<file path="src/vfp_pkg.sv">
package vfp_pkg;

    localparam int COUNT_WIDTH = 16;
    localparam int DUTY_WIDTH  = 16;
    localparam int ACC_WIDTH   = 40;
    localparam int GAIN_WIDTH  = 16;
    localparam int Q_FRAC      = 8;
    localparam int PROD_WIDTH  = GAIN_WIDTH + ACC_WIDTH;
    localparam int SHIFT_WIDTH = PROD_WIDTH - Q_FRAC;
    localparam int CFG_WIDTH   = 16;
    localparam int IDX_WIDTH   = 3;

    typedef logic signed [ACC_WIDTH-1:0] acc_t;

    localparam acc_t ACC_MAX = {1'b0, {(ACC_WIDTH-1){1'b1}}};
    localparam acc_t ACC_MIN = {1'b1, {(ACC_WIDTH-1){1'b0}}};

    typedef enum logic [IDX_WIDTH-1:0] {
        REG_SETPOINT   = 3'd0,
        REG_PROP_GAIN  = 3'd1,
        REG_INTEG_GAIN = 3'd2,
        REG_DERIV_GAIN = 3'd3,
        REG_OUT_MAX    = 3'd4,
        REG_OUT_MIN    = 3'd5
    } reg_idx_t;

    localparam logic [COUNT_WIDTH-1:0] SETPOINT_RST   = COUNT_WIDTH'(100);
    localparam logic [GAIN_WIDTH-1:0]  PROP_GAIN_RST  = GAIN_WIDTH'(1536);
    localparam logic [GAIN_WIDTH-1:0]  INTEG_GAIN_RST = GAIN_WIDTH'(128);
    localparam logic [GAIN_WIDTH-1:0]  DERIV_GAIN_RST = '0;
    localparam logic [DUTY_WIDTH-1:0]  OUT_MAX_RST    = '1;
    localparam logic [DUTY_WIDTH-1:0]  OUT_MIN_RST    = '0;

    // sequencer commands, one step per cycle, except that the duty step waits while the output register is stalled
    typedef struct packed {
        logic load;
        logic mul_p;
        logic fin_p;
        logic mul_i;
        logic fin_i;
        logic mul_d;
        logic fin_d;
        logic sum;
        logic diff;
        logic emit;
    } cmd_t;

    typedef struct packed {
        logic out_hold;
    } sts_t;

    function automatic acc_t sat_add(input acc_t a, input acc_t b);
        logic [ACC_WIDTH:0] s;
        s = {a[ACC_WIDTH-1], a} + {b[ACC_WIDTH-1], b};
        if (s[ACC_WIDTH] != s[ACC_WIDTH-1])
            return s[ACC_WIDTH] ? ACC_MIN : ACC_MAX;
        return s[ACC_WIDTH-1:0];
    endfunction

    function automatic acc_t sat_sub(input acc_t a, input acc_t b);
        logic [ACC_WIDTH:0] s;
        s = {a[ACC_WIDTH-1], a} - {b[ACC_WIDTH-1], b};
        if (s[ACC_WIDTH] != s[ACC_WIDTH-1])
            return s[ACC_WIDTH] ? ACC_MIN : ACC_MAX;
        return s[ACC_WIDTH-1:0];
    endfunction

    // drop Q8.8 fraction from a magnitude product, saturate, reapply sign
    function automatic acc_t q88_finish(input logic [PROD_WIDTH-1:0] prod, input logic neg);
        logic [SHIFT_WIDTH-1:0] r;
        logic                   big;
        acc_t                   m;
        r   = prod[PROD_WIDTH-1:Q_FRAC];
        big = |r[SHIFT_WIDTH-1:ACC_WIDTH-1];
        m   = {1'b0, r[ACC_WIDTH-2:0]};
        if (neg)
            return big ? ACC_MIN : -m;
        return big ? ACC_MAX : m;
    endfunction

endpackage

</file>
<file path="src/velocity_form_pid_speed_top.sv">
// Incremental PID speed controller for one motor channel. Each speed_count
// transaction produces one duty transaction, clamped to [out_min, out_max]
// with clamped set when a limit applied. One transaction is processed at a
// time: a single shared 16 x 40 bit multiplier is used in turn for the P,
// I and D gain products, each followed by a scaling step, then the sum,
// difference and duty clamp steps. The result sits in an output register,
// so a new transaction is accepted while it waits to be taken. Gain and
// limit registers are written through the cfg port; the user must write
// them only while no transaction is open, as the block does not enforce it.
module velocity_form_pid_speed_top (
    input  logic                             clk,
    input  logic                             rst_n,
    input  logic                             cfg_wr_en,
    input  logic [vfp_pkg::IDX_WIDTH-1:0]    cfg_index,
    input  logic [vfp_pkg::CFG_WIDTH-1:0]    cfg_data,
    input  logic                             in_valid,
    output logic                             in_stall,
    input  logic [vfp_pkg::COUNT_WIDTH-1:0]  speed_count,
    output logic                             out_valid,
    input  logic                             out_stall,
    output logic [vfp_pkg::DUTY_WIDTH-1:0]   duty,
    output logic                             clamped
);
    import vfp_pkg::*;

    cmd_t cmd;
    sts_t sts;

    vfp_ctrl u_ctrl (
        .clk      (clk),
        .rst_n    (rst_n),
        .in_valid (in_valid),
        .in_stall (in_stall),
        .cmd      (cmd),
        .sts      (sts)
    );

    vfp_dp u_dp (
        .clk         (clk),
        .rst_n       (rst_n),
        .cfg_wr_en   (cfg_wr_en),
        .cfg_index   (cfg_index),
        .cfg_data    (cfg_data),
        .speed_count (speed_count),
        .out_valid   (out_valid),
        .out_stall   (out_stall),
        .duty        (duty),
        .clamped     (clamped),
        .cmd         (cmd),
        .sts         (sts)
    );

endmodule

</file>
<file path="src/vfp_ctrl.sv">
module vfp_ctrl (
    input  logic           clk,
    input  logic           rst_n,
    input  logic           in_valid,
    output logic           in_stall,
    output vfp_pkg::cmd_t  cmd,
    input  vfp_pkg::sts_t  sts
);
    import vfp_pkg::*;

    typedef enum logic [9:0] {
        S_IDLE  = 10'b0000000001,
        S_MUL_P = 10'b0000000010,
        S_FIN_P = 10'b0000000100,
        S_MUL_I = 10'b0000001000,
        S_FIN_I = 10'b0000010000,
        S_MUL_D = 10'b0000100000,
        S_FIN_D = 10'b0001000000,
        S_SUM   = 10'b0010000000,
        S_DIFF  = 10'b0100000000,
        S_DUTY  = 10'b1000000000
    } state_t;

    state_t state_reg;
    state_t state_next;

    always_comb
    begin
        state_next = state_reg;
        unique case (state_reg)
            S_IDLE:  if (in_valid) state_next = S_MUL_P;
            S_MUL_P: state_next = S_FIN_P;
            S_FIN_P: state_next = S_MUL_I;
            S_MUL_I: state_next = S_FIN_I;
            S_FIN_I: state_next = S_MUL_D;
            S_MUL_D: state_next = S_FIN_D;
            S_FIN_D: state_next = S_SUM;
            S_SUM:   state_next = S_DIFF;
            S_DIFF:  state_next = S_DUTY;
            S_DUTY:  if (!sts.out_hold) state_next = S_IDLE;
            default: state_next = S_IDLE;
        endcase
    end

    always_ff @(posedge clk or negedge rst_n)
    begin
        if (!rst_n)
            state_reg <= S_IDLE;
        else
            state_reg <= state_next;
    end

    assign in_stall  = (state_reg != S_IDLE);
    assign cmd.load  = (state_reg == S_IDLE) && in_valid;
    assign cmd.mul_p = (state_reg == S_MUL_P);
    assign cmd.fin_p = (state_reg == S_FIN_P);
    assign cmd.mul_i = (state_reg == S_MUL_I);
    assign cmd.fin_i = (state_reg == S_FIN_I);
    assign cmd.mul_d = (state_reg == S_MUL_D);
    assign cmd.fin_d = (state_reg == S_FIN_D);
    assign cmd.sum   = (state_reg == S_SUM);
    assign cmd.diff  = (state_reg == S_DIFF);
    assign cmd.emit  = (state_reg == S_DUTY) && !sts.out_hold;

    a_onehot: assert property (@(posedge clk) disable iff (!rst_n) $onehot(state_reg))
        else $error("state register not one-hot");

    a_start: assert property (@(posedge clk) disable iff (!rst_n)
        cmd.load |=> (state_reg == S_MUL_P))
        else $error("accepted transaction did not start the sequence");

    a_emit: assert property (@(posedge clk) disable iff (!rst_n)
        cmd.emit |=> (state_reg == S_IDLE))
        else $error("sequence did not return to idle after result");

    a_wait: assert property (@(posedge clk) disable iff (!rst_n)
        (state_reg == S_DUTY) && sts.out_hold |=> (state_reg == S_DUTY))
        else $error("result step left while output register occupied");

endmodule

</file>
<file path="src/vfp_dp.sv">
module vfp_dp (
    input  logic                                 clk,
    input  logic                                 rst_n,
    input  logic                                 cfg_wr_en,
    input  logic [vfp_pkg::IDX_WIDTH-1:0]        cfg_index,
    input  logic [vfp_pkg::CFG_WIDTH-1:0]        cfg_data,
    input  logic [vfp_pkg::COUNT_WIDTH-1:0]      speed_count,
    output logic                                 out_valid,
    input  logic                                 out_stall,
    output logic [vfp_pkg::DUTY_WIDTH-1:0]       duty,
    output logic                                 clamped,
    input  vfp_pkg::cmd_t                        cmd,
    output vfp_pkg::sts_t                        sts
);
    import vfp_pkg::*;

    localparam int ND_WIDTH = ACC_WIDTH + 2;

    logic [COUNT_WIDTH-1:0] setpoint_reg;
    logic [GAIN_WIDTH-1:0]  prop_gain_reg;
    logic [GAIN_WIDTH-1:0]  integ_gain_reg;
    logic [GAIN_WIDTH-1:0]  deriv_gain_reg;
    logic [DUTY_WIDTH-1:0]  out_max_reg;
    logic [DUTY_WIDTH-1:0]  out_min_reg;

    acc_t                   integ_reg;
    acc_t                   prev_p_reg;
    acc_t                   prev_presat_reg;
    logic [DUTY_WIDTH-1:0]  held_duty_reg;
    logic                   out_valid_reg;
    logic                   out_valid_next;

    acc_t                   op_reg;
    logic [PROD_WIDTH-1:0]  prod_reg;
    logic                   neg_reg;
    acc_t                   p_reg;
    acc_t                   s_reg;
    acc_t                   d_reg;
    acc_t                   presat_reg;
    acc_t                   diff_reg;
    logic                   clamped_reg;

    logic [COUNT_WIDTH:0]   err;
    acc_t                   err_ext;
    logic [ACC_WIDTH-1:0]   op_mag;
    logic [GAIN_WIDTH-1:0]  gain;
    acc_t                   fin;
    logic signed [ND_WIDTH-1:0] nd;
    logic signed [ND_WIDTH-1:0] max_ext;
    logic signed [ND_WIDTH-1:0] min_ext;
    logic [DUTY_WIDTH-1:0]  duty_next;
    logic                   clamped_next;

    assign err     = {1'b0, setpoint_reg} - {1'b0, speed_count};
    assign err_ext = {{(ACC_WIDTH-COUNT_WIDTH-1){err[COUNT_WIDTH]}}, err};
    assign op_mag  = op_reg[ACC_WIDTH-1] ? (~op_reg + 1'b1) : op_reg;
    assign fin     = q88_finish(prod_reg, neg_reg);

    always_comb
    begin
        priority if (cmd.mul_p)
            gain = prop_gain_reg;
        else if (cmd.mul_i)
            gain = integ_gain_reg;
        else
            gain = deriv_gain_reg;
    end

    assign nd      = {{(ND_WIDTH-DUTY_WIDTH){1'b0}}, held_duty_reg}
                   - {{2{diff_reg[ACC_WIDTH-1]}}, diff_reg};
    assign max_ext = {{(ND_WIDTH-DUTY_WIDTH){1'b0}}, out_max_reg};
    assign min_ext = {{(ND_WIDTH-DUTY_WIDTH){1'b0}}, out_min_reg};

    always_comb
    begin
        priority if (nd > max_ext)
        begin
            duty_next    = out_max_reg;
            clamped_next = 1'b1;
        end
        else if (nd < min_ext)
        begin
            duty_next    = out_min_reg;
            clamped_next = 1'b1;
        end
        else
        begin
            duty_next    = nd[DUTY_WIDTH-1:0];
            clamped_next = 1'b0;
        end
    end

    assign out_valid_next = cmd.emit || (out_valid_reg && out_stall);

    always_ff @(posedge clk or negedge rst_n)
    begin
        if (!rst_n)
        begin
            setpoint_reg    <= SETPOINT_RST;
            prop_gain_reg   <= PROP_GAIN_RST;
            integ_gain_reg  <= INTEG_GAIN_RST;
            deriv_gain_reg  <= DERIV_GAIN_RST;
            out_max_reg     <= OUT_MAX_RST;
            out_min_reg     <= OUT_MIN_RST;
            integ_reg       <= '0;
            prev_p_reg      <= '0;
            prev_presat_reg <= '0;
            held_duty_reg   <= '0;
            out_valid_reg   <= 1'b0;
        end
        else
        begin
            out_valid_reg <= out_valid_next;
            if (cfg_wr_en)
            begin
                unique case (cfg_index)
                    REG_SETPOINT:   setpoint_reg   <= cfg_data[COUNT_WIDTH-1:0];
                    REG_PROP_GAIN:  prop_gain_reg  <= cfg_data[GAIN_WIDTH-1:0];
                    REG_INTEG_GAIN: integ_gain_reg <= cfg_data[GAIN_WIDTH-1:0];
                    REG_DERIV_GAIN: deriv_gain_reg <= cfg_data[GAIN_WIDTH-1:0];
                    REG_OUT_MAX:    out_max_reg    <= cfg_data[DUTY_WIDTH-1:0];
                    REG_OUT_MIN:    out_min_reg    <= cfg_data[DUTY_WIDTH-1:0];
                    default: ;
                endcase
            end
            if (cmd.fin_i)
            begin
                integ_reg  <= sat_add(integ_reg, fin);
                prev_p_reg <= p_reg;
            end
            if (cmd.diff)
                prev_presat_reg <= presat_reg;
            if (cmd.emit)
                held_duty_reg <= duty_next;
        end
    end

    always_ff @(posedge clk)
    begin
        if (cmd.load)
            op_reg <= err_ext;
        else if (cmd.fin_p)
            op_reg <= fin;
        else if (cmd.fin_i)
            op_reg <= sat_sub(p_reg, prev_p_reg);
        if (cmd.mul_p || cmd.mul_i || cmd.mul_d)
        begin
            prod_reg <= gain * op_mag;
            neg_reg  <= op_reg[ACC_WIDTH-1];
        end
        if (cmd.fin_p)
            p_reg <= fin;
        if (cmd.fin_d)
        begin
            s_reg <= sat_add(p_reg, integ_reg);
            d_reg <= fin;
        end
        if (cmd.sum)
            presat_reg <= sat_add(s_reg, d_reg);
        if (cmd.diff)
            diff_reg <= sat_sub(presat_reg, prev_presat_reg);
        if (cmd.emit)
            clamped_reg <= clamped_next;
    end

    assign sts.out_hold = out_valid_reg && out_stall;
    assign out_valid    = out_valid_reg;
    assign duty         = held_duty_reg;
    assign clamped      = clamped_reg;

    a_clamp_val: assert property (@(posedge clk) disable iff (!rst_n)
        out_valid_reg && clamped_reg |->
            (held_duty_reg == out_max_reg) || (held_duty_reg == out_min_reg))
        else $error("clamped duty not at a limit");

    a_free_val: assert property (@(posedge clk) disable iff (!rst_n)
        out_valid_reg && !clamped_reg |->
            (held_duty_reg <= out_max_reg) && (held_duty_reg >= out_min_reg))
        else $error("unclamped duty outside limits");

    a_out_hold: assert property (@(posedge clk) disable iff (!rst_n)
        out_valid_reg && out_stall |=>
            out_valid_reg && $stable(held_duty_reg) && $stable(clamped_reg))
        else $error("stalled duty transaction changed or dropped");

endmodule
</file>
<file path="config.mk">
export PLATFORM = sky130hd
export DESIGN_NAME = velocity_form_pid_speed_top
export DESIGN_NICKNAME = d
export VERILOG_FILES = /design/src/vfp_pkg.sv /design/src/velocity_form_pid_speed_top.sv /design/src/vfp_ctrl.sv /design/src/vfp_dp.sv
export SDC_FILE = /design/constraint.sdc
export NUM_CORES = 2
export LEC_CHECK = 0
export BUFFER_PORTS_ARGS = -buffer_cell sky130_fd_sc_hd__buf_2
export CAP_MARGIN = 10
export CORE_MARGIN = 5
export CORE_UTILIZATION = 70
export CTS_CLUSTER_DIAMETER = 60
export DETAILED_ROUTE_END_ITERATION = 10
export PLACE_DENSITY = 0.84
export SLEW_MARGIN = 30
export SYNTH_ARGS = -nofsm -noshare
export SYNTH_HDL_FRONTEND = slang
export SYNTH_HIERARCHICAL = 1
export SYNTH_SLANG_ARGS = --single-unit
</file>
<file path="constraint.sdc">
create_clock -name clk -period 15.4 [get_ports clk]
set_input_delay 2.31 -clock clk [delete_from_list [all_inputs] [get_ports clk]]
set_output_delay 2.31 -clock clk [all_outputs]
set_load 0.005 [all_outputs]
</file>
==> flow_summary.json <==
{
  "status": "completed",
  "slew_viol_final": 0,
  "yosysTopAreaCell": "fa_1",
  "synth_fa_ha_area_share_pct": 28.9,
  "rows": 102,
  "critical_path_buf_inv_count": 4,
  "gr-total-overflow": 0,
  "wire_per_inst_um": 21.2,
  "yosysSeqAreaShare_pct": 27.1,
  "hp-class": "reg -> reg",
  "crit_family": "adder cells",
  "initial_utilization_pct": 70.7,
  "synth_top_area_share_pct": 19.6,
  "synth.most_common_cell": "inv_1",
  "clock.fmax_mhz": 96.5,
  "cts.clk_slew.worst_paths_ns": 0.06,
  "cpPeakStageDelay_ns": 0.53,
  "synthTopCellsByArea": "fa_1 (20%), edfxtp_1 (16%), dfrtp_1 (10%), ha_1 (8.9%), inv_1 (5.8%)",
  "min_to": "u_dp/prev_presat_reg[21]",
  "largest_register_ffs": 48,
  "cpMostUsedCell": "fa_1",
  "cts_resized": 0,
  "rr_worst_depth": 33,
  "cts_setup_buffers": 0,
  "worstReg2RegStart": "u_dp/op_reg[0]",
  "maxSlewHeadroom_pct": 27.1,
  "grt_max_degree": 126,
  "reg2reg_to": "u_dp/prod_reg[54]",
  "synthMuxAreaShare_pct": 2.57,
  "async_flop_share_pct": 45.6,
  "start_kind": "flip-flop",
  "synth-simple-area-share_pct": 14.2,
  "grtUsageTotal_pct": 35.7,
  "critical_path.max_fanout": 13,
  "yosys_most_used_dff": "edfxtp_1",
  "worstPathArrival_ns": 10.73,
  "fin_nets": 6939,
  "routed-via-count": 45500,
  "required_ns": 15.77,
  "whs_path_depth": 2,
  "die_h_um": 290,
  "synth_commonest_cells": "inv_1 (847), nand2_1 (686), fa_1 (536), nor2_1 (516), ha_1 (390)",
  "finalHoldViolCount": 0,
  "io_pins": 59,
  "dieArea_mm2": 0.0839,
  "io_buffers": 58,
  "hpwlAfterDp_mm": 113,
  "fin_tns_setup_ns": 0,
  "synth_top_family_by_area": "adder cells",
  "cts-root-buf": "clkbuf_16",
  "final-setup-viol-count": 0,
  "worstSetupPathType": "reg -> reg",
  "synth_edf_count": 290,
  "drc": 0,
  "drt_wl_total_mm": 150,
  "syn_inst": 5968,
  "clock_sinks": 533,
  "drive_above_1_share_pct": 7.34,
  "cts_made_buffers": 57,
  "first_pass_iters": 6,
  "h-tree-depth": 2,
  "grt_pass1_wl_mm": 239,
  "hp-start": "u_dp/presat_reg[21]",
  "critPathSlowestCell": "fa_1",
  "die_w_um": 290,
  "netlist_area_mm2": 0.0548,
  "period_share_pct": 67.3,
  "synth_seq_cells": 533,
  "drtIter0Drc": 4678,
  "clock_skew_ns": 0.0348,
  "tightest_slew_ns": 1.09,
  "synthXorXnorAreaFrac_pct": 5.18,
  "syn_nets": 6934,
  "ys_warn_count": 6,
  "synth.distinct_cells": 95,
  "avgSynthCellArea_um2": 9.18,
  "cts_tree": "done",
  "detail-route-antenna-nets": 0,
  "clockBufferDepth": 3,
  "maxCapViolCount": 0,
  "synth_compound_area_share_pct": 14.7,
  "clock_latency_ns": 0.64,
  "viasPerCell": 6.44,
  "reg2reg_slack_ns": 5.04,
  "gp_congestion": 1.02,
  "area_growth_pct": 6.89,
  "post-route-min-period_ns": 10.36,
  "antenna_found_initial": 5,
  "grt_setup_unrepaired": "no",
  "grt_pass1_vias": 45100,
  "endpoint_kind": "flip-flop",
  "core_area_mm2": 0.0775,
  "ctsHoldBuffers": 0
}
metal layers:
metal / GRT usage [%] / routed length, um / up-vias
met4: 17.8 / 9390 / 4
met5: 0.407 / 27 / -
met2: 56.0 / 67800 / 2649
li1: - / - / 20100
met1: 46.2 / 55700 / 22000
met3: 9.57 / 17200 / 706
cell type report:
| cell class | instances | area (um^2) |
|---|---|---|
| Fill cell | 5356 | 18900 |
| Clock inverter | 20 | 178 |
| Timing Repair Buffer | 158 | 1130 |
| Tap cell | 1040 | 1300 |
| Multi-Input combinational cell | 4376 | 36200 |
| Inverter | 847 | 3180 |
| Clock buffer | 88 | 1700 |
| Antenna cell | 5 | 12.5 |
| Sequential cell | 533 | 14800 |
worst min-delay path: cells and delay by family, from the launching register on:
kind             cells  cell delay (ns)
AO/OA/AOI/OAI        1             0.06
flip-flops           1             0.35
AND/OR/NAND/NOR      1             0.05
cell usage in the layout, fill, tap and decap left out, types with 86 or more instances in the layout:
cell type    n
a21o_1     168
a21oi_1    284
buf_4       93
dfrtp_1    220
edfxtp_1   290
fa_1       536
ha_1       390
inv_1      847
mux2_2      86
nand2_1    684
nor2_1     511
o21a_1      92
o21ai_0    275
xnor2_1    181
xor2_1     134
worst max path at each step:
stage                                   end                 from  cells past startpoint
after floorplan               u_dp/d_reg[0]  u_ctrl/state_reg[2]                      6
after global placement    u_dp/prod_reg[54]       u_dp/op_reg[0]                     33
after detailed placement  u_dp/prod_reg[54]       u_dp/op_reg[0]                     33
after CTS                 u_dp/prod_reg[54]       u_dp/op_reg[0]                     33
after global routing      u_dp/prod_reg[48]       u_dp/op_reg[0]                     33
final                     u_dp/prod_reg[54]       u_dp/op_reg[0]                     33
logic make-up after synthesis:
logic type | count (synthesis)
compound gates | 1255
mux | 130
fa+ha+maj | 949
buf+inv | 1059
flops | 533
xor+xnor | 324
simple gates | 1718
per-stage QoR:
step	cell area (um^2)	utilization [%]	cells	worst slack, ns	hold slack [ns]
floorplan	54800	-	5968	5.61	0.424
global placement	56400	72.9	6948	5.47	0.465
detailed placement	56500	73.0	6952	5.24	0.482
CTS	58400	75.4	7060	5.13	0.488
global route	58500	75.6	7063	4.53	0.519
finish	58500	75.6	7067	5.04	0.483
Power is left out: the tool's default activity adds up to more than one toggle a clock period on the data nets, which glitch-free logic cannot reach.
